`src/atimer_pkg.sv`:
```
`default_nettype none

package atimer_pkg;

  // default number of timer slots
  localparam int unsigned SlotsDef = 8;

  localparam int unsigned CmdW   = 2;
  localparam int unsigned TimeW  = 32;
  localparam int unsigned SlotFW = 3;
  localparam int unsigned EventW = 8;

  // wide enough to compare a slot field against any slot count up to 127
  localparam int unsigned SlotCmpW = 7;

  typedef enum logic [CmdW-1:0] {
    CmdCheck = 2'd0,
    CmdArm   = 2'd1,
    CmdQuery = 2'd2
  } cmd_e;

  typedef struct packed {
    logic [CmdW-1:0]   cmd;
    logic [TimeW-1:0]  now_ms;
    logic [SlotFW-1:0] slot;
    logic [EventW-1:0] event_id;
    logic [TimeW-1:0]  reload_interval;
    logic [TimeW-1:0]  due_time;
    logic              enable;
  } in_t;

  typedef struct packed {
    logic [EventW-1:0] fired_event;
    logic [TimeW-1:0]  remaining_ms;
  } out_t;

  // one table entry as held in the slot memory
  typedef struct packed {
    logic [TimeW-1:0]  due;
    logic [TimeW-1:0]  interval;
    logic [EventW-1:0] event_id;
  } entry_t;

  localparam int unsigned EntryW = $bits(entry_t);

endpackage

`default_nettype wire

```
`src/alert_timer_table.sv`:
```
// alert_timer_table: table of alert timers with arm, check and query transactions
// sequence: arm and unused codes go from idle straight to the done state;
//   check and query scan the table first, one slot compared per cycle
// throughput: one transaction at a time; the slot memory read port and the single
//   33-bit subtractor walk the table in index order, stopping at the first hit
// reset: asynchronous, active low; clears all enable bits, the sequencer and output valid
`default_nettype none

module alert_timer_table #(
  parameter int unsigned SLOTS = atimer_pkg::SlotsDef
) (
  input  logic             clk_i,
  input  logic             rst_ni,
  input  logic             in_valid_i,
  output logic             in_stall_o,
  input  atimer_pkg::in_t  in_data_i,
  output logic             out_valid_o,
  input  logic             out_stall_i,
  output atimer_pkg::out_t out_data_o
);

  import atimer_pkg::*;

  localparam int unsigned SlotW = (SLOTS > 1) ? $clog2(SLOTS) : 1;
  localparam int unsigned CntW  = SlotW + 1;

  // sequencer states
  typedef enum logic [3:0] {
    StIdle = 4'b0001,
    StScan = 4'b0010,
    StWb   = 4'b0100,
    StDone = 4'b1000
  } state_e;

  state_e state_q, state_d;

  // latched transaction fields used during the scan
  logic [CmdW-1:0]   cmd_q;
  logic [TimeW-1:0]  now_q;
  logic [EventW-1:0] id_q;

  // scan pointers: idx_q is the address being read, cmp_idx_q the entry being compared
  logic [CntW-1:0]   idx_q;
  logic [SlotW-1:0]  cmp_idx_q;
  logic              cmp_vld_q;

  // per-slot enable bits, the only table state that reset defines
  logic [SLOTS-1:0]  en_q;

  // writeback of a periodic slot that fired
  logic [SlotW-1:0]  wb_idx_q;
  logic [TimeW-1:0]  wb_ival_q;
  logic [EventW-1:0] wb_event_q;

  out_t              res_q;
  logic              out_valid_q;
  out_t              out_data_q;

  logic                accept;
  logic [SlotCmpW-1:0] slot_wide;
  logic                arm_ok;
  logic [SlotW-1:0]    arm_addr;
  logic                issue;
  logic                out_free;

  logic                ram_we;
  logic [SlotW-1:0]    ram_waddr;
  entry_t              ram_wdata;
  entry_t              rd_entry;

  logic [TimeW:0]      diff;
  logic                late;
  logic                due_le;
  logic                cur_en;
  logic                hit;
  logic                is_check;

  // handshake: one transaction in flight, the output register parts the two sides
  assign accept      = in_valid_i && (state_q == StIdle);
  assign in_stall_o  = (state_q != StIdle);
  assign out_free    = !out_valid_q || !out_stall_i;
  assign out_valid_o = out_valid_q;
  assign out_data_o  = out_data_q;

  // arm addressing; slot numbers at or above SLOTS are dropped
  assign slot_wide = SlotCmpW'(in_data_i.slot);
  assign arm_ok    = (slot_wide < SlotCmpW'(SLOTS));
  assign arm_addr  = slot_wide[SlotW-1:0];

  // read one slot per cycle until the pointer runs off the table
  assign issue = (state_q == StScan) && (idx_q < CntW'(SLOTS));

  // shared subtractor: due - now gives both the due test and the remaining time
  assign diff   = {1'b0, rd_entry.due} - {1'b0, now_q};
  assign late   = diff[TimeW];
  assign due_le = late || (diff[TimeW-1:0] == '0);

  assign is_check = (cmd_q == CmdCheck);
  assign cur_en   = en_q[cmp_idx_q];
  assign hit      = cmp_vld_q && cur_en &&
                    (is_check ? due_le : (rd_entry.event_id == id_q));

  // single write port: arm at acceptance, reschedule in the writeback state
  always_comb begin
    if (state_q == StWb) begin
      ram_we             = 1'b1;
      ram_waddr          = wb_idx_q;
      ram_wdata.due      = now_q + wb_ival_q;
      ram_wdata.interval = wb_ival_q;
      ram_wdata.event_id = wb_event_q;
    end else begin
      ram_we             = accept && (in_data_i.cmd == CmdArm) && arm_ok;
      ram_waddr          = arm_addr;
      ram_wdata.due      = in_data_i.due_time;
      ram_wdata.interval = in_data_i.reload_interval;
      ram_wdata.event_id = in_data_i.event_id;
    end
  end

  atimer_ram #(
    .Width (EntryW),
    .Depth (SLOTS)
  ) u_ram (
    .clk_i   (clk_i),
    .we_i    (ram_we),
    .waddr_i (ram_waddr),
    .wdata_i (ram_wdata),
    .raddr_i (idx_q[SlotW-1:0]),
    .rdata_o (rd_entry)
  );

  // sequencer
  always_comb begin
    state_d = state_q;
    unique case (state_q)
      StIdle: begin
        if (in_valid_i) begin
          if ((in_data_i.cmd == CmdCheck) || (in_data_i.cmd == CmdQuery)) begin
            state_d = StScan;
          end else begin
            state_d = StDone;
          end
        end
      end
      StScan: begin
        if (hit) begin
          // a periodic slot that fired needs its due time rewritten
          if (is_check && (rd_entry.interval != '0)) begin
            state_d = StWb;
          end else begin
            state_d = StDone;
          end
        end else if (cmp_vld_q && !issue) begin
          // last slot compared, nothing found
          state_d = StDone;
        end
      end
      StWb: begin
        state_d = StDone;
      end
      StDone: begin
        if (out_free) begin
          state_d = StIdle;
        end
      end
      default: begin
        state_d = StIdle;
      end
    endcase
  end

  // control state
  always_ff @(posedge clk_i or negedge rst_ni) begin
    if (!rst_ni) begin
      state_q     <= StIdle;
      en_q        <= '0;
      cmp_vld_q   <= 1'b0;
      out_valid_q <= 1'b0;
    end else begin
      state_q   <= state_d;
      cmp_vld_q <= issue;
      if (accept && (in_data_i.cmd == CmdArm) && arm_ok) begin
        en_q[arm_addr] <= in_data_i.enable;
      end else if ((state_q == StScan) && hit && is_check &&
                   (rd_entry.interval == '0)) begin
        // one-shot slot retires when it fires
        en_q[cmp_idx_q] <= 1'b0;
      end
      if ((state_q == StDone) && out_free) begin
        out_valid_q <= 1'b1;
      end else if (!out_stall_i) begin
        out_valid_q <= 1'b0;
      end
    end
  end

  // datapath registers
  always_ff @(posedge clk_i) begin
    if (accept) begin
      cmd_q <= in_data_i.cmd;
      now_q <= in_data_i.now_ms;
      id_q  <= in_data_i.event_id;
      idx_q <= '0;
      res_q <= '0;
    end else if (state_q == StScan) begin
      idx_q     <= idx_q + CntW'(issue);
      cmp_idx_q <= idx_q[SlotW-1:0];
      if (hit) begin
        if (is_check) begin
          res_q.fired_event <= rd_entry.event_id;
        end else begin
          res_q.remaining_ms <= late ? '0 : diff[TimeW-1:0];
        end
        wb_idx_q   <= cmp_idx_q;
        wb_ival_q  <= rd_entry.interval;
        wb_event_q <= rd_entry.event_id;
      end
    end
    if ((state_q == StDone) && out_free) begin
      out_data_q <= res_q;
    end
  end

endmodule

`default_nettype wire

```
`src/atimer_ram.sv`:
```
`default_nettype none

module atimer_ram #(
  parameter int unsigned Width = 8,
  parameter int unsigned Depth = 8,
  localparam int unsigned AddrW = (Depth > 1) ? $clog2(Depth) : 1
) (
  input  logic             clk_i,
  input  logic             we_i,
  input  logic [AddrW-1:0] waddr_i,
  input  logic [Width-1:0] wdata_i,
  input  logic [AddrW-1:0] raddr_i,
  output logic [Width-1:0] rdata_o
);

  logic [Width-1:0] mem_q [Depth];
  logic [Width-1:0] rdata_q;

  always_ff @(posedge clk_i) begin
    if (we_i) begin
      mem_q[waddr_i] <= wdata_i;
    end
    rdata_q <= mem_q[raddr_i];
  end

  assign rdata_o = rdata_q;

endmodule

`default_nettype wire

```
`config.mk`:
```
export PLATFORM = sky130hd
export DESIGN_NAME = alert_timer_table
export DESIGN_NICKNAME = d
export VERILOG_FILES = /design/src/atimer_pkg.sv /design/src/alert_timer_table.sv /design/src/atimer_ram.sv
export SDC_FILE = /design/constraint.sdc
export NUM_CORES = 1
export LEC_CHECK = 0
export ABC_AREA = 1
export BUFFER_PORTS_ARGS = -buffer_cell sky130_fd_sc_hd__buf_2
export CORE_ASPECT_RATIO = 0.5
export CORE_MARGIN = 3
export CORE_UTILIZATION = 35
export CTS_BUF_LIST = sky130_fd_sc_hd__clkbuf_8
export CTS_CLUSTER_DIAMETER = 60
export DETAILED_ROUTE_END_ITERATION = 7
export MAX_ROUTING_LAYER = met4
export PLACE_DENSITY = 0.56
export SYNTH_ARGS = -nofsm -noshare
export SYNTH_HDL_FRONTEND = slang
export SYNTH_SLANG_ARGS = --single-unit
export TNS_END_PERCENT = 20
```
`constraint.sdc`:
```
create_clock -name clk_i -period 13.8 [get_ports clk_i]
set_clock_uncertainty 0.2 [all_clocks]
set_input_delay 2.07 -clock clk_i [delete_from_list [all_inputs] [get_ports clk_i]]
set_output_delay 2.07 -clock clk_i [all_outputs]
set_load 0.01 [all_outputs]
```
==> summary.md, run 1 <==
| Metric | Value |
|---|---|
| Metal-1 WL | `46,980 microns` |
| Vias per cell | `~5` |
| Fill cells | `between 9k and 10k` |
| Unique masters post-synth | `48` |
| Vias in the first global route | `about 24k` |
| Fin crit share | `0.3775` |
| Max Cap Viol | `0` |
| Synth top cells by count | `edfxtp_1, nor2_1, nand2_1, o21ai_0, inv_1` |
| DR vias | `~25k` |
| Hpwl dp | `~66,000 microns` |
| CTS sink count | `approximately 830` |
| Routed len/inst | `just over 20 microns` |
| Crit end category | `flop` |
| Area contributors post-synth | `edfxtp_1, nor2_1, dfxtp_1, nand2_1, o21ai_0` |
| Synthesized flop and latch total | `about 830` |
| Area of the core | `0.09922 sq mm` |
| Die Y | `231.4 microns` |
| Final worst slack | `about 8600 ps` |
| Clock Latency Late Sink | `slightly above 800 ps` |
| Clock transition at path regs | `60 ps` |
| Die area | `0.1057 sq mm` |
| Top-count cell post-synth | `edfxtp_1` |
| Crit Path Class | `flop to flop` |
| Hold_buf cts | `0` |
| CP Cell Sequence | `nor2_1, inv_1, nor3_2, buf_4, clkinv_2, o21ai_0, nand2_1, nor2_4, buf_4` |
| Yosys top cell area share | `0.5943` |
| CTS Buf Count | `~120` |
| Static Leak | `between 15 and 20 nW` |
| Synth-to-Final Area Change | `13.37%` |
| Hold Fails Final Rpt | `0` |
| Post-synth EDFFs | `between 700 and 800` |
| Worst EP required | `about 14,000 ps` |
| Site Rows | `81` |
| Layout cells sized above 1 | `0.1121` |
| Worst vdd ir | `~130 uV` |
| DRT antenna net count | `0` |
| Post-Route Utilization | `0.4064` |
| Fraction of registers with async set/reset | `0.01679` |
| Area leader, netlist | `edfxtp_1` |
| 1st-iter DRT viols | `2,009` |
| Slowest Stage Delay on Critical Path | `~930 ps` |
| TNS Setup | `0 ps` |
| Final nets | `about 3.7k` |
| Top delay family on crit path | `buffers and inverters` |
| Place WS | `7997 ps` |
| Global-route wire length before repair | `150,800 microns` |
| Fmax | `191.9 MHz` |
| Pin count of the biggest net entering global routing | `between 150 and 200` |
| TritonCTS clock tree | `built` |
| Met3 wire length | `~5600 microns` |
| Starting Density | `0.3585` |
| Crit path top cell by count | `buf_4` |
| Cell area power density | `roughly 180 mW/mm^2` |
| Hold Path Class | `flop to flop` |
| Minimum clock period | `~5200 ps` |
| Routed wire length on met2 | `roughly 45,000 microns` |
| Pre-Repair DR Iteration Count | `5` |
| Synth Net Count | `roughly 3.5k` |
| WL final | `around 100,000 microns` |
| Number of setup buffers added after CTS | `0` |
| Status | `finished, final reports clean` |
| DIE WIDTH | `approximately 460 microns` |
| Post-cts sizing count | `0` |
| Worst setup SP type | `flop` |
| Syn Std Cell Area | `around 0.036 sq mm` |
| H-tree Lvls | `3` |
| Slowest-stage cell, CP | `nor2_4` |
| Post-synth top flop | `edfxtp_1` |
| IO Pins | `around 160` |
| Slew Limit Headroom | `0.2315` |
| Total Routing Usage GR | `0.1940` |
| RSZ-0062 raised after global routing | `no` |
| Gpl congestion | `0.9467` |
| Multi-input gate area | `0.01020 sq mm` |
| Post-Synthesis Cells | `around 3.4k` |
| Critical path arrival | `about 5500 ps` |
| Synthesized area per cell | `roughly 11 sq um` |
| Port-buffer cells | `155` |
| WHS | `between 200 and 250 ps` |
| CTS Root Cell | `clkbuf_8` |
| Gr ovfl total | `0` |
| Highest routed layer | `met4` |
| FF+latch area | `approximately 0.024 sq mm` |
| Worst slew pin tran | `1141 ps` |
| Fin. max-slew vios | `0` |
| Remaining DRCs | `0` |
| Final setup vio count | `0` |
| Max Root-Sink Buffers | `3` |
| Buffers and inverters on the worst path | `4` |
| YS warnings | `0` |
| Crit Path Max Fanout | `53` |
| Fraction of the yosys area taken by sequential cells | `0.6695` |
| Initial antenna violation count | `2` |
[metal layers]
metal	GRT usage	vias up
met2	0.2966	662
li1	-	11910
met3	0.03434	142
met4	0.05691	0
met5	-	-
met1	0.2653	12010
[path summary, 6_finish.rpt]
kind / start / endpoint / slack (ps) / cells after the start
max: state_q[1] / u_ram.mem_q[2][38] / 8590 / 9
min: res_q[31] / out_data_o[31] / 230 / 0
max reg2reg: state_q[1] / u_ram.mem_q[2][38] / 8590 / 9
min reg2reg: res_q[31] / out_data_o[31] / 230 / 0
max in group asynchronous: rst_ni / en_q[5] / 12100 / 1
min in group asynchronous: rst_ni / state_q[1] / 990 / 1
[worst reg2reg max path, cell delays in order, from the launching register on]
cell and delay, ps:
dfrtp_1 390, nor2_1 160, inv_1 70, nor3_2 100, buf_4 530, clkinv_2 790
o21ai_0 510, nand2_1 310, nor2_4 940, buf_4 790
[layout by cell type, fill, tap and decap left out, drive strengths merged, types with 2 or more instances in the layout]
master and n:
a21boi 3, a21o 5, a21oi 79, a221oi 2, a31oi 79, and2 2
buf 184, bufinv 6, clkbuf 143, clkinv 46, clkinvlp 2, dfrtp 13
dfxtp 116, diode 3, edfxtp 704, fa 2, ha 66, inv 316
nand2 559, nand3 90, nand3b 6, nand4 17, nor2 650, nor3 18
nor4 10, o21a 2, o21ai 369, o21bai 13, o22ai 76, o31ai 4
o41ai 2, or2 5, xnor2 19, xor2 19
[cells by family (layout without fill, tap and decap cells)]
logic type               Yosys count  count (layout)  share of synthesized area
buffers and inverters            426             697                    0.04601
XOR/XNOR                          38              38                   0.009357
AO/OA/AOI/OAI                    636             636                    0.09765
other                              0               3                          0
flip-flops                       834             834                     0.6695
AND/OR/NAND/NOR                 1357            1357                     0.1532
adder cells (fa/ha/maj)           68              68                    0.02434
[sequential cells by signal (all words and copies together), names as in the netlist, 2 cells and up]
| name | count |
|---|---|
| cmd_q | 2 |
| cmp_idx_q | 3 |
| en_q | 8 |
| id_q | 8 |
| idx_q | 4 |
| now_q | 32 |
| out_data_o | 40 |
| res_q | 40 |
| state_q | 4 |
| u_ram.mem_q | 576 |
| u_ram.rdata_o | 72 |
| wb_event_q | 8 |
| wb_idx_q | 3 |
| wb_ival_q | 32 |
[metrics by stage]
stage	power (mW)	std cells	instance area, sq um
floorplan	4.478	3359	35570
global route	7.686	4961	40320
CTS	7.292	4958	40320
detailed placement	5.232	4730	37770
finish	7.239	4961	40320
global placement	5.219	4730	37770
[area by class of cell]
cell class | count | area share
clock inverters | 85 | 0.01437
repair buffers | 184 | 0.02495
multi-input cells | 2099 | 0.2529
clock buffers | 143 | 0.04881
well taps | 1328 | 0.04121
inverters | 285 | 0.02681
diodes | 3 | 0.0001862
flip-flops and latches | 834 | 0.5907
[power by group]
group	internal, mW	leakage [nW]	switching [mW]	total [mW]
logic	0.614	6.71	1.48	2.09
clock network	1.06	1.44	0.985	2.05
registers	2.95	7.51	0.145	3.10
Power figures use the tool's default switching activity.
==> run 2, diff against run 1 <==
Settings changed: PLACE_DENSITY 0.56 to 0.58.
Clock period 13.8 ns to 4.6 ns, I/O delays scaled along.
==> run 2 against run 1 <==
Non-clock buffer count up 72; setup slack worse by 8200 ps; count of clock-buffer cells in the layout up 5; first-iteration DRC count up 18%; core utilization up 0.89 points; total power rose to 3.0 times the previous value; sequential cell count unchanged; critical endpoint is now u_ram.mem_q[2][61]; largest cell class unchanged; highest routed layer unchanged.
==> summary.md, run 2 (same netlist as run 1, synthesis figures left out) <==
| Metric | Value |
|---|---|
| Hold Fails Final Rpt | `0` |
| Crit Path Class | `flop to flop` |
| H-tree Lvls | `3` |
| Vias in the first global route | `between 20k and 25k` |
| Top reg by flops | `u_ram.mem_q` |
| Final nets | `between 3k and 4k` |
| DIE WIDTH | `around 460 microns` |
| Reg2reg start | `now_q[1]` |
| CTS sink count | `between 800 and 900` |
| Site Rows | `81` |
| Post-cts sizing count | `0` |
| Clock transition at path regs | `roughly 70 ps` |
| Fin. max-slew vios | `0` |
| Commonest cells after routing, fill and taps aside | `edfxtp_1, nor2_1, nand2_1` |
| Clock Latency Late Sink | `~800 ps` |
| CTS Root Cell | `clkbuf_8` |
| IO Pins | `about 160` |
| Final setup vio count | `0` |
| WL final | `between 100,000 and 150,000 microns` |
| CTS Buf Count | `~120` |
| FF-to-FF End | `u_ram.mem_q[2][61]` |
| Fill cells | `around 9.4k` |
| Hold Path Class | `primary input to flop` |
| Routed len/inst | `between 20 and 25 microns` |
| Minimum clock period | `around 4200 ps` |
| Pre-Repair DR Iteration Count | `7` |
| TritonCTS clock tree | `built` |
| Hold Crit Start | `in_data_i[58]` |
| Fin crit share | `0.9207` |
| Min-Delay Endpoint | `u_ram.mem_q[6][33]` |
| Reg2reg path depth | `13` |
| Starting Density | `0.3585` |
| Die Y | `~230 microns` |
| Crit Path Max Fanout | `8` |
| DR vias | `between 20k and 30k` |
| Cell area power density | `between 500 and 600 mW/mm^2` |
| Worst slew pin tran | `~1200 ps` |
| WHS | `142.2 ps` |
| 1st-iter DRT viols | `approximately 2.4k` |
| Worst setup SP type | `flop` |
| Initial antenna violation count | `2` |
| Crit end category | `flop` |
| Die area | `around 0.11 sq mm` |
| Slew Limit Headroom | `0.1957` |
| DRT antenna net count | `0` |
| Area of the core | `between 0.09 and 0.1 sq mm` |
| Hold path cells | `3` |
| Largest register FFs | `about 580` |
| FF-to-FF setup slack | `approximately 360 ps` |
| Layout cells sized above 1 | `0.1172` |
| Critical path arrival | `4470 ps` |
| Status | `finished, final reports clean` |
| Hpwl dp | `between 60,000 and 70,000 microns` |
| Max Cap Viol | `0` |
| Pin count of the biggest net entering global routing | `between 150 and 200` |
| Port-buffer cells | `around 160` |
| Place WS | `462.1 ps` |
| Post-Route Utilization | `0.4153` |
| Total Routing Usage GR | `0.1970` |
| RSZ-0062 raised after global routing | `no` |
| Fmax | `about 240 MHz` |
| Fin area | `between 0.04 and 0.05 sq mm` |
| Leading cell type in the layout, fill and taps excluded | `edfxtp_1` |
| Max Root-Sink Buffers | `3` |
| Vias per cell | `5.045` |
| Worst EP required | `around 4800 ps` |
| Global-route wire length before repair | `roughly 150,000 microns` |
| Remaining DRCs | `0` |
| Static Leak | `around 16 nW` |
| Gpl congestion | `0.9879` |
| Worst vdd ir | `approximately 400 uV` |
| Final worst slack | `between 300 and 400 ps` |
| Synth-to-Final Area Change | `15.84%` |
| Dpl cell area | `about 0.038 sq mm` |
| Gr ovfl total | `0` |
## run 2: timing repair
item | CTS | global route
hold buffers | 45 | 0
setup endpoints to repair | 0 | 0
hold endpoints to repair | 59 | 0
setup buffers | 0 | 0
## run 2: worst max-delay path, cell delays in order, from the launching register on
cell and delay, ps:
edfxtp_1 550, ha_1 350, nand3_1 80, nand2_1 90, a21oi_1 340, o21ai_0 270
a21oi_1 280, inv_1 90, nand2_1 60, nand2_1 110, a21boi_0 370, o21ai_0 260
xnor2_1 190, o21ai_0 640
## run 2: how the worst max path moves through the flow
stage,startpoint,end,slack [ps],cells after the start
after floorplan,state_q[0],u_ram.mem_q[0][0],-770,9
after CTS,now_q[1],u_ram.mem_q[2][61],420,13
after global placement,wb_ival_q[4],u_ram.mem_q[2][61],430,12
after global routing,wb_ival_q[4],u_ram.mem_q[2][61],80,12
after detailed placement,wb_ival_q[4],u_ram.mem_q[2][61],460,12
final,now_q[1],u_ram.mem_q[2][61],360,13
## run 2: area by class of cell
class,instances,area (sq um),area share
Sequential cell,834,23820,0.5781
Timing Repair Buffer,256,1897,0.04604
Antenna cell,2,5.005,0.0001215
Inverter,285,1081,0.02624
Clock buffer,148,2037,0.04944
Clock inverter,82,500.5,0.01215
Tap cell,1328,1662,0.04033
Multi-Input combinational cell,2099,10200,0.2475
## run 2: layer usage
layer,vias to the layer above,track usage,wire length [microns]
met4,0,0.06835,3125
met1,12330,0.2673,46370
met3,157,0.02703,6460
met5,-,-,0
met2,848,0.3049,46950
li1,12070,-,-
## run 2: report_power, final
| part | switching (mW) | total [mW] | internal (mW) |
|---|---|---|---|
| Sequential | 0.442 | 9.29 | 8.85 |
| Clock | 2.91 | 6.07 | 3.16 |
| Combinational | 4.45 | 6.37 | 1.92 |
| Total | 7.80 | 21.7 | 13.9 |
## run 2: metrics by stage
stage | power, mW | TNS (ps) | std cells
after floorplan | 13.43 | -443160 | 3359
after global placement | 15.73 | 0 | 4757
after detailed placement | 15.74 | 0 | 4757
after CTS | 21.84 | 0 | 5032
after global routing | 23.01 | 0 | 5034
final | 21.73 | 0 | 5034
